**config.mk**
```make
export PLATFORM = sky130hd
export DESIGN_NAME = ble_service_data_filter_dedup
export DESIGN_NICKNAME = d
export VERILOG_FILES = /design/src/bsdf_pkg.sv /design/src/bsdf_ram.sv /design/src/bsdf_parse.sv /design/src/ble_service_data_filter_dedup.sv
export SDC_FILE = /design/constraint.sdc
export NUM_CORES = 2
export LEC_CHECK = 0
export BUFFER_PORTS_ARGS = -buffer_cell sky130_fd_sc_hd__buf_2
export CAP_MARGIN = 5
export CELL_PAD_IN_SITES_DETAIL_PLACEMENT = 1
export CELL_PAD_IN_SITES_GLOBAL_PLACEMENT = 2
export CORE_UTILIZATION = 35
export DETAILED_ROUTE_END_ITERATION = 10
export PLACE_DENSITY = 0.71
export RECOVER_POWER = 25
export SLEW_MARGIN = 25
export SYNTH_ARGS = -nofsm -noshare
export SYNTH_HDL_FRONTEND = slang
export SYNTH_HIERARCHICAL = 1
export SYNTH_SLANG_ARGS = --single-unit
export TNS_END_PERCENT = 30
```
**constraint.sdc**
```tcl
create_clock -name clk_i -period 5.7 [get_ports clk_i]
set_clock_uncertainty 0.2 [all_clocks]
set_input_delay 1.71 -clock clk_i [delete_from_list [all_inputs] [get_ports clk_i]]
set_output_delay 1.71 -clock clk_i [all_outputs]
set_load 0.01 [all_outputs]
```
**src/bsdf_pkg.sv**
```systemverilog
// Shared types and constants of the service-data filter with sender dedup.
package bsdf_pkg;

  // Configuration register indexes
  localparam logic CFG_SERVICE_UUID = 1'b0;
  localparam logic CFG_TRIGGER_BYTE = 1'b1;

  localparam logic [15:0] SERVICE_UUID_RST = 16'hFCD2;
  localparam logic [7:0]  TRIGGER_BYTE_RST = 8'h44;

  // AD structure type: service data, 16-bit UUID
  localparam logic [7:0] AD_TYPE_SVC16 = 8'h16;

  // Object type codes inside the service data payload
  localparam logic [7:0] OBJ_PACKET_ID = 8'h00;
  localparam logic [7:0] OBJ_MOVING    = 8'h22;
  localparam logic [7:0] OBJ_SKIP_1B   = 8'h2C;
  localparam logic [7:0] OBJ_SKIP_4B   = 8'h3E;

  // Stored id assumed for a sender not yet in the table
  localparam logic [7:0] NEW_ENTRY_ID = 8'hFF;

  // Walker phase within one AD structure
  typedef enum logic [9:0] {
    PH_LEN      = 10'b00_0000_0001,
    PH_TYPE     = 10'b00_0000_0010,
    PH_UUID_LO  = 10'b00_0000_0100,
    PH_UUID_HI  = 10'b00_0000_1000,
    PH_TRIG     = 10'b00_0001_0000,
    PH_OBJ      = 10'b00_0010_0000,
    PH_GET_ID   = 10'b00_0100_0000,
    PH_GET_MOVE = 10'b00_1000_0000,
    PH_SKIP_OBJ = 10'b01_0000_0000,
    PH_SKIP     = 10'b10_0000_0000
  } phase_e;

  // Accepted structure handed from the parser to the dedup sequencer
  typedef struct packed {
    logic [47:0]        mac;
    logic [7:0]         id;
    logic signed [7:0]  rssi;
    logic               motion;
  } fin_t;

  // One sender table entry
  typedef struct packed {
    logic [47:0] mac;
    logic [7:0]  last_id;
  } entry_t;

endpackage

```
**src/bsdf_ram.sv**
```systemverilog
// Generic single-write, single-read RAM with registered read data.
module bsdf_ram #(
  parameter int WIDTH = 8,
  parameter int DEPTH = 32
) (
  input  logic                                   clk_i,
  input  logic                                   we_i,
  input  logic [((DEPTH > 1) ? $clog2(DEPTH) : 1)-1:0] waddr_i,
  input  logic [WIDTH-1:0]                       wdata_i,
  input  logic                                   re_i,
  input  logic [((DEPTH > 1) ? $clog2(DEPTH) : 1)-1:0] raddr_i,
  output logic [WIDTH-1:0]                       rdata_o
);

  logic [WIDTH-1:0] mem [DEPTH];

  always_ff @(posedge clk_i) begin
    if (we_i) begin
      mem[waddr_i] <= wdata_i;
    end
    if (re_i) begin
      rdata_o <= mem[raddr_i];
    end
  end

endmodule

```
**src/bsdf_parse.sv**
```systemverilog
// Byte-wise walker of AD structures and service-data object parser.
module bsdf_parse (
  input  logic                clk_i,
  input  logic                rst_ni,
  input  logic                accept_i,
  input  logic [7:0]          ad_byte_i,
  input  logic                first_byte_i,
  input  logic                last_byte_i,
  input  logic [47:0]         sender_address_i,
  input  logic signed [7:0]   signal_strength_i,
  input  logic [15:0]         service_uuid_i,
  input  logic [7:0]          trigger_byte_i,
  output logic                fin_valid_o,
  output bsdf_pkg::fin_t      fin_o
);

  bsdf_pkg::phase_e phase_q, phase_d;
  logic [7:0]  off_q, off_d;
  logic        stopped_q, stopped_d;
  logic [15:0] uuid_q, uuid_d;
  logic [2:0]  obl_q, obl_d;
  logic        have_id_q, have_id_d;
  logic        have_mv_q, have_mv_d;
  logic        err_q, err_d;
  logic [7:0]  cap_id_q, cap_id_d;
  logic [7:0]  cap_mv_q, cap_mv_d;

  always_comb begin
    bsdf_pkg::phase_e ph;
    bsdf_pkg::phase_e nxt;
    logic             stop_eff;
    logic [7:0]       off;
    logic [7:0]       off_dec;
    logic [2:0]       need;

    phase_d     = phase_q;
    off_d       = off_q;
    stopped_d   = stopped_q;
    uuid_d      = uuid_q;
    obl_d       = obl_q;
    have_id_d   = have_id_q;
    have_mv_d   = have_mv_q;
    err_d       = err_q;
    cap_id_d    = cap_id_q;
    cap_mv_d    = cap_mv_q;
    fin_valid_o = 1'b0;
    nxt         = bsdf_pkg::PH_SKIP;
    need        = 3'd0;

    // A first mark restarts the walk
    stop_eff = first_byte_i ? 1'b0 : stopped_q;
    ph       = first_byte_i ? bsdf_pkg::PH_LEN : phase_q;
    off      = first_byte_i ? 8'd0 : off_q;
    off_dec  = off - 8'd1;

    if (accept_i) begin
      stopped_d = stop_eff;
      phase_d   = ph;
      off_d     = off;
      if (!stop_eff) begin
        if (ph == bsdf_pkg::PH_LEN) begin
          if (ad_byte_i == 8'd0) begin
            stopped_d = 1'b1;
          end else begin
            off_d   = ad_byte_i;
            phase_d = bsdf_pkg::PH_TYPE;
          end
        end else begin
          off_d = off_dec;
          case (ph)
            bsdf_pkg::PH_TYPE: begin
              phase_d = (ad_byte_i == bsdf_pkg::AD_TYPE_SVC16 && off_dec >= 8'd2) ?
                        bsdf_pkg::PH_UUID_LO : bsdf_pkg::PH_SKIP;
            end
            bsdf_pkg::PH_UUID_LO: begin
              uuid_d  = {8'd0, ad_byte_i};
              phase_d = bsdf_pkg::PH_UUID_HI;
            end
            bsdf_pkg::PH_UUID_HI: begin
              uuid_d  = {ad_byte_i, uuid_q[7:0]};
              phase_d = ({ad_byte_i, uuid_q[7:0]} == service_uuid_i) ?
                        bsdf_pkg::PH_TRIG : bsdf_pkg::PH_SKIP;
            end
            bsdf_pkg::PH_TRIG: begin
              have_id_d = 1'b0;
              have_mv_d = 1'b0;
              cap_id_d  = 8'd0;
              cap_mv_d  = 8'd0;
              if (ad_byte_i != trigger_byte_i) begin
                err_d   = 1'b1;
                phase_d = bsdf_pkg::PH_SKIP;
              end else begin
                err_d   = 1'b0;
                phase_d = bsdf_pkg::PH_OBJ;
              end
            end
            bsdf_pkg::PH_OBJ: begin
              case (ad_byte_i)
                bsdf_pkg::OBJ_PACKET_ID: begin need = 3'd1; nxt = bsdf_pkg::PH_GET_ID; end
                bsdf_pkg::OBJ_MOVING:    begin need = 3'd1; nxt = bsdf_pkg::PH_GET_MOVE; end
                bsdf_pkg::OBJ_SKIP_1B:   begin need = 3'd1; nxt = bsdf_pkg::PH_SKIP_OBJ; end
                bsdf_pkg::OBJ_SKIP_4B:   begin need = 3'd4; nxt = bsdf_pkg::PH_SKIP_OBJ; end
                default:                 begin need = 3'd0; nxt = bsdf_pkg::PH_SKIP; end
              endcase
              if (nxt == bsdf_pkg::PH_SKIP || {5'd0, need} > off_dec) begin
                err_d   = 1'b1;
                phase_d = bsdf_pkg::PH_SKIP;
              end else begin
                obl_d   = need;
                phase_d = nxt;
              end
            end
            bsdf_pkg::PH_GET_ID, bsdf_pkg::PH_GET_MOVE, bsdf_pkg::PH_SKIP_OBJ: begin
              if (ph == bsdf_pkg::PH_GET_ID) begin
                cap_id_d  = ad_byte_i;
                have_id_d = 1'b1;
              end else if (ph == bsdf_pkg::PH_GET_MOVE) begin
                cap_mv_d  = ad_byte_i;
                have_mv_d = 1'b1;
              end
              obl_d   = obl_q - 3'd1;
              phase_d = (obl_d == 3'd0) ? bsdf_pkg::PH_OBJ : bsdf_pkg::PH_SKIP_OBJ;
            end
            default: ;
          endcase
          // structure complete
          if (off_dec == 8'd0) begin
            if (ph inside {bsdf_pkg::PH_TRIG, bsdf_pkg::PH_OBJ, bsdf_pkg::PH_GET_ID,
                           bsdf_pkg::PH_GET_MOVE, bsdf_pkg::PH_SKIP_OBJ}) begin
              fin_valid_o = !err_d && have_id_d && have_mv_d &&
                            (phase_d == bsdf_pkg::PH_OBJ);
            end
            phase_d = bsdf_pkg::PH_LEN;
          end
        end
      end
      if (last_byte_i) begin
        stopped_d = 1'b1;
      end
    end
  end

  assign fin_o.mac    = sender_address_i;
  assign fin_o.id     = cap_id_d;
  assign fin_o.rssi   = signal_strength_i;
  assign fin_o.motion = (cap_mv_d == 8'd1);

  always_ff @(posedge clk_i or negedge rst_ni) begin
    if (!rst_ni) begin
      phase_q   <= bsdf_pkg::PH_LEN;
      off_q     <= 8'd0;
      stopped_q <= 1'b0;
      uuid_q    <= 16'd0;
      obl_q     <= 3'd0;
      have_id_q <= 1'b0;
      have_mv_q <= 1'b0;
      err_q     <= 1'b0;
      cap_id_q  <= 8'd0;
      cap_mv_q  <= 8'd0;
    end else begin
      phase_q   <= phase_d;
      off_q     <= off_d;
      stopped_q <= stopped_d;
      uuid_q    <= uuid_d;
      obl_q     <= obl_d;
      have_id_q <= have_id_d;
      have_mv_q <= have_mv_d;
      err_q     <= err_d;
      cap_id_q  <= cap_id_d;
      cap_mv_q  <= cap_mv_d;
    end
  end

endmodule

```
**src/ble_service_data_filter_dedup.sv**
```systemverilog
// Top level: service-data filter with per-sender packet id deduplication.
//
// Input channel (in_valid_i/in_ready_o): one advertising report byte per
// transfer, with first/last marks, sender address and signal strength.
// Output channel (out_valid_o/out_ready_i): at most one result per byte,
// raised when a matching service-data structure carries a new packet id.
// Config port: cfg_we_i writes cfg_wdata_i into register cfg_index_i
// (0 service UUID, 1 trigger byte). The user must write only while idle;
// the block itself does not enforce this.
// A byte that completes an accepted structure starts a table search: one
// sequencer walks the sender table through a single RAM read port and one
// shared 48-bit address comparator, passing over free entries and reading
// and comparing used ones until the first match or the end of the table,
// then updates the table and, for a new packet id, loads the output.
// in_ready_o stays low from the start of the search until the sequencer
// is back in idle.
// Reset empties the table at once (valid flops), restores the register
// defaults and restarts the walker. A result waiting in the output
// register does not block further bytes; only a second result stalls the
// sequencer until the receiver takes the first.
module ble_service_data_filter_dedup #(
  parameter int TABLE_ENTRIES = 32
) (
  input  logic               clk_i,
  input  logic               rst_ni,
  // byte input
  input  logic               in_valid_i,
  output logic               in_ready_o,
  input  logic [7:0]         ad_byte_i,
  input  logic               first_byte_i,
  input  logic               last_byte_i,
  input  logic [47:0]        sender_address_i,
  input  logic signed [7:0]  signal_strength_i,
  // results
  output logic               out_valid_o,
  input  logic               out_ready_i,
  output logic [47:0]        sender_mac_o,
  output logic [7:0]         packet_number_o,
  output logic signed [7:0]  report_rssi_o,
  output logic               is_motion_event_o,
  // configuration
  input  logic               cfg_we_i,
  input  logic               cfg_index_i,
  input  logic [15:0]        cfg_wdata_i
);

  localparam int IW = (TABLE_ENTRIES > 1) ? $clog2(TABLE_ENTRIES) : 1;
  localparam int CW = IW + 1;
  localparam int EW = $bits(bsdf_pkg::entry_t);

  typedef enum logic [4:0] {
    ST_IDLE   = 5'b00001,
    ST_SCAN   = 5'b00010,
    ST_CHECK  = 5'b00100,
    ST_UPDATE = 5'b01000,
    ST_EMIT   = 5'b10000
  } seq_e;

  seq_e state_q, state_d;

  logic [15:0] svc_uuid_q;
  logic [7:0]  trig_byte_q;

  logic                 accept;
  logic                 fin_valid;
  bsdf_pkg::fin_t       fin;
  bsdf_pkg::fin_t       job_q;

  logic [TABLE_ENTRIES-1:0] valid_q, valid_d;
  logic [CW-1:0]  cnt_q, cnt_d;
  logic [IW-1:0]  empty_q, empty_d;
  logic           have_empty_q, have_empty_d;
  logic           hit_q, hit_d;
  logic [IW-1:0]  hit_idx_q, hit_idx_d;
  logic [7:0]     hit_id_q, hit_id_d;

  logic           ram_we, ram_re;
  logic [IW-1:0]  ram_waddr;
  logic [EW-1:0]  ram_rdata;
  bsdf_pkg::entry_t rd_entry;
  bsdf_pkg::entry_t wr_entry;

  logic           out_valid_q;
  logic           load_out;

  logic [7:0]     stored_id;
  logic           slot_ok;
  logic           scan_end;

  assign in_ready_o = (state_q == ST_IDLE);
  assign accept     = in_valid_i && in_ready_o;

  bsdf_parse u_parse (
    .clk_i             (clk_i),
    .rst_ni            (rst_ni),
    .accept_i          (accept),
    .ad_byte_i         (ad_byte_i),
    .first_byte_i      (first_byte_i),
    .last_byte_i       (last_byte_i),
    .sender_address_i  (sender_address_i),
    .signal_strength_i (signal_strength_i),
    .service_uuid_i    (svc_uuid_q),
    .trigger_byte_i    (trig_byte_q),
    .fin_valid_o       (fin_valid),
    .fin_o             (fin)
  );

  // Sender table: {address, last id}; occupancy kept in valid_q
  assign wr_entry.mac     = job_q.mac;
  assign wr_entry.last_id = job_q.id;
  assign rd_entry         = bsdf_pkg::entry_t'(ram_rdata);

  bsdf_ram #(
    .WIDTH (EW),
    .DEPTH (TABLE_ENTRIES)
  ) u_table (
    .clk_i   (clk_i),
    .we_i    (ram_we),
    .waddr_i (ram_waddr),
    .wdata_i (wr_entry),
    .re_i    (ram_re),
    .raddr_i (cnt_q[IW-1:0]),
    .rdata_o (ram_rdata)
  );

  assign scan_end  = (cnt_q == CW'(TABLE_ENTRIES));
  assign stored_id = hit_q ? hit_id_q : bsdf_pkg::NEW_ENTRY_ID;
  assign slot_ok   = hit_q || have_empty_q;
  assign ram_waddr = hit_q ? hit_idx_q : empty_q;

  // Search sequencer
  always_comb begin
    state_d      = state_q;
    cnt_d        = cnt_q;
    empty_d      = empty_q;
    have_empty_d = have_empty_q;
    hit_d        = hit_q;
    hit_idx_d    = hit_idx_q;
    hit_id_d     = hit_id_q;
    valid_d      = valid_q;
    ram_we       = 1'b0;
    ram_re       = 1'b0;
    load_out     = 1'b0;

    case (state_q)
      ST_IDLE: begin
        if (accept && fin_valid) begin
          cnt_d        = '0;
          have_empty_d = 1'b0;
          hit_d        = 1'b0;
          state_d      = ST_SCAN;
        end
      end
      ST_SCAN: begin
        if (scan_end) begin
          state_d = ST_UPDATE;
        end else if (valid_q[cnt_q[IW-1:0]]) begin
          ram_re  = 1'b1;
          state_d = ST_CHECK;
        end else begin
          // first free slot, in case the sender is unknown
          if (!have_empty_q) begin
            have_empty_d = 1'b1;
            empty_d      = cnt_q[IW-1:0];
          end
          cnt_d = cnt_q + CW'(1);
        end
      end
      ST_CHECK: begin
        if (rd_entry.mac == job_q.mac) begin
          hit_d     = 1'b1;
          hit_idx_d = cnt_q[IW-1:0];
          hit_id_d  = rd_entry.last_id;
          state_d   = ST_UPDATE;
        end else begin
          cnt_d   = cnt_q + CW'(1);
          state_d = ST_SCAN;
        end
      end
      ST_UPDATE: begin
        // full table with unknown sender: packet dropped
        if (slot_ok) begin
          ram_we = !hit_q || (stored_id != job_q.id);
          if (!hit_q) begin
            valid_d[empty_q] = 1'b1;
          end
        end
        state_d = (slot_ok && stored_id != job_q.id) ? ST_EMIT : ST_IDLE;
      end
      ST_EMIT: begin
        if (!out_valid_q || out_ready_i) begin
          load_out = 1'b1;
          state_d  = ST_IDLE;
        end
      end
      default: state_d = ST_IDLE;
    endcase
  end

  always_ff @(posedge clk_i or negedge rst_ni) begin
    if (!rst_ni) begin
      state_q      <= ST_IDLE;
      cnt_q        <= '0;
      empty_q      <= '0;
      have_empty_q <= 1'b0;
      hit_q        <= 1'b0;
      hit_idx_q    <= '0;
      valid_q      <= '0;
      out_valid_q  <= 1'b0;
      svc_uuid_q   <= bsdf_pkg::SERVICE_UUID_RST;
      trig_byte_q  <= bsdf_pkg::TRIGGER_BYTE_RST;
    end else begin
      state_q      <= state_d;
      cnt_q        <= cnt_d;
      empty_q      <= empty_d;
      have_empty_q <= have_empty_d;
      hit_q        <= hit_d;
      hit_idx_q    <= hit_idx_d;
      valid_q      <= valid_d;
      if (load_out) begin
        out_valid_q <= 1'b1;
      end else if (out_ready_i) begin
        out_valid_q <= 1'b0;
      end
      if (cfg_we_i) begin
        case (cfg_index_i)
          bsdf_pkg::CFG_SERVICE_UUID: svc_uuid_q  <= cfg_wdata_i;
          bsdf_pkg::CFG_TRIGGER_BYTE: trig_byte_q <= cfg_wdata_i[7:0];
          default: ;
        endcase
      end
    end
  end

  // Payload registers
  always_ff @(posedge clk_i) begin
    hit_id_q <= hit_id_d;
    if (accept && fin_valid) begin
      job_q <= fin;
    end
    if (load_out) begin
      sender_mac_o      <= job_q.mac;
      packet_number_o   <= job_q.id;
      report_rssi_o     <= job_q.rssi;
      is_motion_event_o <= job_q.motion;
    end
  end

  assign out_valid_o = out_valid_q;

endmodule
```
==> flow_metrics.tcl <==
set metrics [dict create \
    outcome "complete, but fails checks" \
    violations "DRC, capacitance limit, slew limit" \
    viasPerCell 5.35 \
    die-area_um2 241000 \
    root_buffer "clkbuf_16" \
    area_delta_synth_final_pct 14.4 \
    wl_per_cell_um 27.2 \
    antenna_found_initial 4 \
    synth_edf_count 1986 \
    ys_types 85 \
    synthMuxAreaShare 0.116 \
    worst_pin_slew_ns 1.90 \
    worstHoldStart "u_table/rdata_o[2]$_DFFE_PP_" \
    rsz0062_at_grt "false" \
    fillers 23400 \
    finalCritPeriodShare 0.792 \
    nets 5261 \
    startpoint "first_byte_i" \
    wl_mm 232 \
    drive_above_1_share 0.145 \
    drv_slew 980 \
    syn_nets 4986 \
    worstPathMaxFanout 5 \
    cap_violations 29 \
    syn_avg_cell_area_um2 17.1 \
    vias 45500 \
    hold_viol_final 0 \
    io_pins 155 \
    grt_usage 0.189 \
    postCtsResizedCells 0 \
    port_buffers 154 \
    start_util 0.352 \
    max_freq_mhz 221 \
    synthAdderAreaFrac 0.00134 \
    required_ns 6.24 \
    rrSetupSlack_ns 1.27 \
    yosys.area_share.simple 0.0435 \
    postCtsSetupBuffers 0 \
    grt_max_degree 106 \
    synth_xor_area_frac 0.00847 \
    htreeDepth 4 \
    core-area_um2 238000 \
    dr.first_iter.drc_count 3694 \
    synth-seq-cells 2115 \
    path_class "in2reg" \
    place_area_um2 88900 \
    fp.dieW_um 491 \
    die_h_um 491 \
    seq_area_frac_synth 0.751 \
    dp_hpwl_mm 131 \
    cts_hold_buf 0 \
    startpoint_type "input port" \
    synthFlopType "edfxtp_1" \
    vdd_drop_max_mv 0.298 \
    grt-ovfl-total 0 \
    worst_ep_arrival_time_ns 5.06 \
    synthCells 4889 \
    hold_class "reg2reg" \
    synth_area_um2 83700 \
    clk_pin_slew_ns 0.06 \
    finalSetupTns_ns 0 \
    cts_buffers 219 \
    r2r_start "job_q[30]$_DFFE_PP_" \
    worst_setup_path_end_kind "flip-flop" \
    drc 24 \
    rows 179 \
    grt_pass1_wl_mm 335 \
    synthArstFlopShare 0.0610 \
    clock_latency_ns 0.89 \
    setup_viol 0 \
    antenna_left 0 \
    min_period_ns 4.52 \
    p_leak_nw 29.7 \
    power_density_nw_per_um2 381 \
    clock_sinks 2115 \
    drtPass1Iterations 8 \
    slew_headroom -0.264 \
    gp_congestion 0.793 \
    cts_tree "built" \
    grt_pass1_vias 47500 \
    final_cell_area_um2 95800 \
    synth_warnings 6 \
    cts_max_path_buffers 3 \
    synth_top_family_by_area "multiplexers" \
    synth_compound_area_frac 0.0544 \
]
-- stage by stage --
step | total power, mW | hold slack (ns) | std cells | setup WS [ns] | util
after detailed placement | 22.9 | 0.207 | 8107 | 0.400 | 0.374
after global placement | 22.8 | 0.203 | 8103 | 0.387 | 0.373
after CTS | 36.9 | 0.214 | 8508 | 1.16 | 0.403
after global routing | 37.8 | 0.224 | 8512 | 0.972 | 0.403
after floorplan | 22.0 | 0.200 | 4889 | 0.307 | -
final | 36.5 | 0.215 | 8513 | 1.18 | 0.403
-- logic make-up (layout without fill, tap and decap cells) --
family,after synthesis,after routing
flip-flops,2115,2115
AO/OA/AOI/OAI,659,659
other,0,2
adder cells (fa/ha/maj),9,9
buffers and inverters,335,790
AND/OR/NAND/NOR,732,732
XOR/XNOR,81,81
multiplexers,958,958
-- placed cells by master, fill, tap and decap left out, types with 32 or more instances in the layout --
master / Yosys / layout
nor2_4: 1 / 35
a21oi_1: 188 / 188
a22o_1: 129 / 129
clkinv_1: 1 / 52
nand3_1: 189 / 189
a31oi_1: 58 / 58
mux2i_1: 902 / 902
a22oi_1: 168 / 168
nor2_1: 87 / 54
nor3_1: 71 / 71
xor2_1: 58 / 58
o21ai_0: 32 / 32
mux2_2: 50 / 50
edfxtp_1: 1986 / 1986
clkbuf_1: 107 / 88
buf_2: 43 / 153
clkbuf_16: 0 / 219
nand2_1: 229 / 228
dfrtp_1: 115 / 114
buf_12: 0 / 41
buf_4: 108 / 138
-- area by class of cell --
type | instances | area [um2] | area share
Antenna cell | 2 | 5.00 | 0.0000522
Clock buffer | 277 | 5730 | 0.0598
Clock inverter | 124 | 1280 | 0.0133
Inverter | 19 | 71.3 | 0.000744
Multi-Input combinational cell | 2439 | 19100 | 0.199
Sequential cell | 2115 | 62900 | 0.656
Tap cell | 3167 | 3960 | 0.0414
Timing Repair Buffer | 370 | 2820 | 0.0294
-- layer usage --
metal,vias to the layer above,track usage,wire length [um]
li1,19700,-,-
met1,24400,0.260,103000
met2,1104,0.316,113000
met3,273,0.0258,10700
met4,2,0.0431,4340
met5,-,0,13
-- cell usage after synthesis (7+ instances only) --
master / n / share of area
a21o_1: 29 / 0.0026
nor2_1: 87 / 0.0039
nor2b_1: 9 / 0.00067
buf_6: 36 / 0.0048
nand2b_1: 17 / 0.0013
nor4_1: 30 / 0.0022
nand2_1: 229 / 0.010
dfrtp_1: 115 / 0.034
nand3b_1: 11 / 0.00099
o21ai_0: 32 / 0.0019
or3_1: 9 / 0.00067
a31oi_1: 58 / 0.0043
inv_1: 18 / 0.00081
buf_8: 10 / 0.0018
edfxtp_1: 1986 / 0.71
nor3_1: 71 / 0.0042
dfstp_2: 14 / 0.0044
mux2_2: 50 / 0.0067
clkbuf_1: 107 / 0.0048
a22o_1: 129 / 0.013
buf_4: 108 / 0.0097
nand4_1: 13 / 0.00097
a21oi_1: 188 / 0.011
and2_1: 10 / 0.00075
xor2_1: 58 / 0.0061
buf_1: 12 / 0.00054
nand3_1: 189 / 0.011
mux2i_1: 902 / 0.11
buf_2: 43 / 0.0026
nor4b_1: 7 / 0.00073
ha_1: 9 / 0.0013
xnor2_1: 23 / 0.0024
a22oi_1: 168 / 0.015
-- report_power, final --
group / internal, mW / switching, mW / leakage [nW]
registers: 16.9 / 0.191 / 19.0
clock network: 7.87 / 6.13 / 3.38
logic: 2.41 / 3.05 / 7.25
-- worst paths after layout --
path | endpoint | cells past startpoint
worst min register to register | hit_id_q[2]$_DFFE_PP_ | 0
max in group asynchronous | svc_uuid_q[11]$_DFFE_PN1P_ | 2
worst max register to register | cnt_q[1]$_DFFE_PN0P_ | 8
worst min-delay path | hit_id_q[2]$_DFFE_PP_ | 0
min in group asynchronous | trig_byte_q[1]$_DFFE_PN0P_ | 1
worst max-delay path | cnt_q[1]$_DFFE_PN0P_ | 21
-- worst max-delay path: stages --
cell	delay [ns]
buf_2	0.11
clkinv_1	0.06
nand2_1	0.09
ha_1	0.27
inv_1	0.12
nor2_1	0.08
nor2_1	0.24
ha_1	0.30
nand2_1	0.07
nor2_1	0.04
o21ai_0	0.16
a211oi_1	0.09
o21bai_1	0.25
o21a_1	0.18
and4_1	0.25
nand2_1	0.09
nand2_1	0.08
o211ai_1	0.14
or3_4	0.39
inv_1	0.12
mux2i_1	0.21
-- state kept, by name (all words and copies together) (netlist names), 3 cells and up --
name              count
report_rssi_o         8
u_parse/obl_q         3
hit_id_q              8
u_table/mem        1792
u_table/rdata_o      56
job_q                65
u_parse/phase_q      10
cnt_q                 6
sender_mac_o         48
u_parse/cap_id_q      8
packet_number_o       8
state_q               5
u_parse/cap_mv_q      8
u_parse/off_q         8
u_parse/uuid_q        8
hit_idx_q             5
valid_q              32
svc_uuid_q           16
empty_q               5
trig_byte_q           8
No activity file was read; power rests on OpenSTA's default activity.
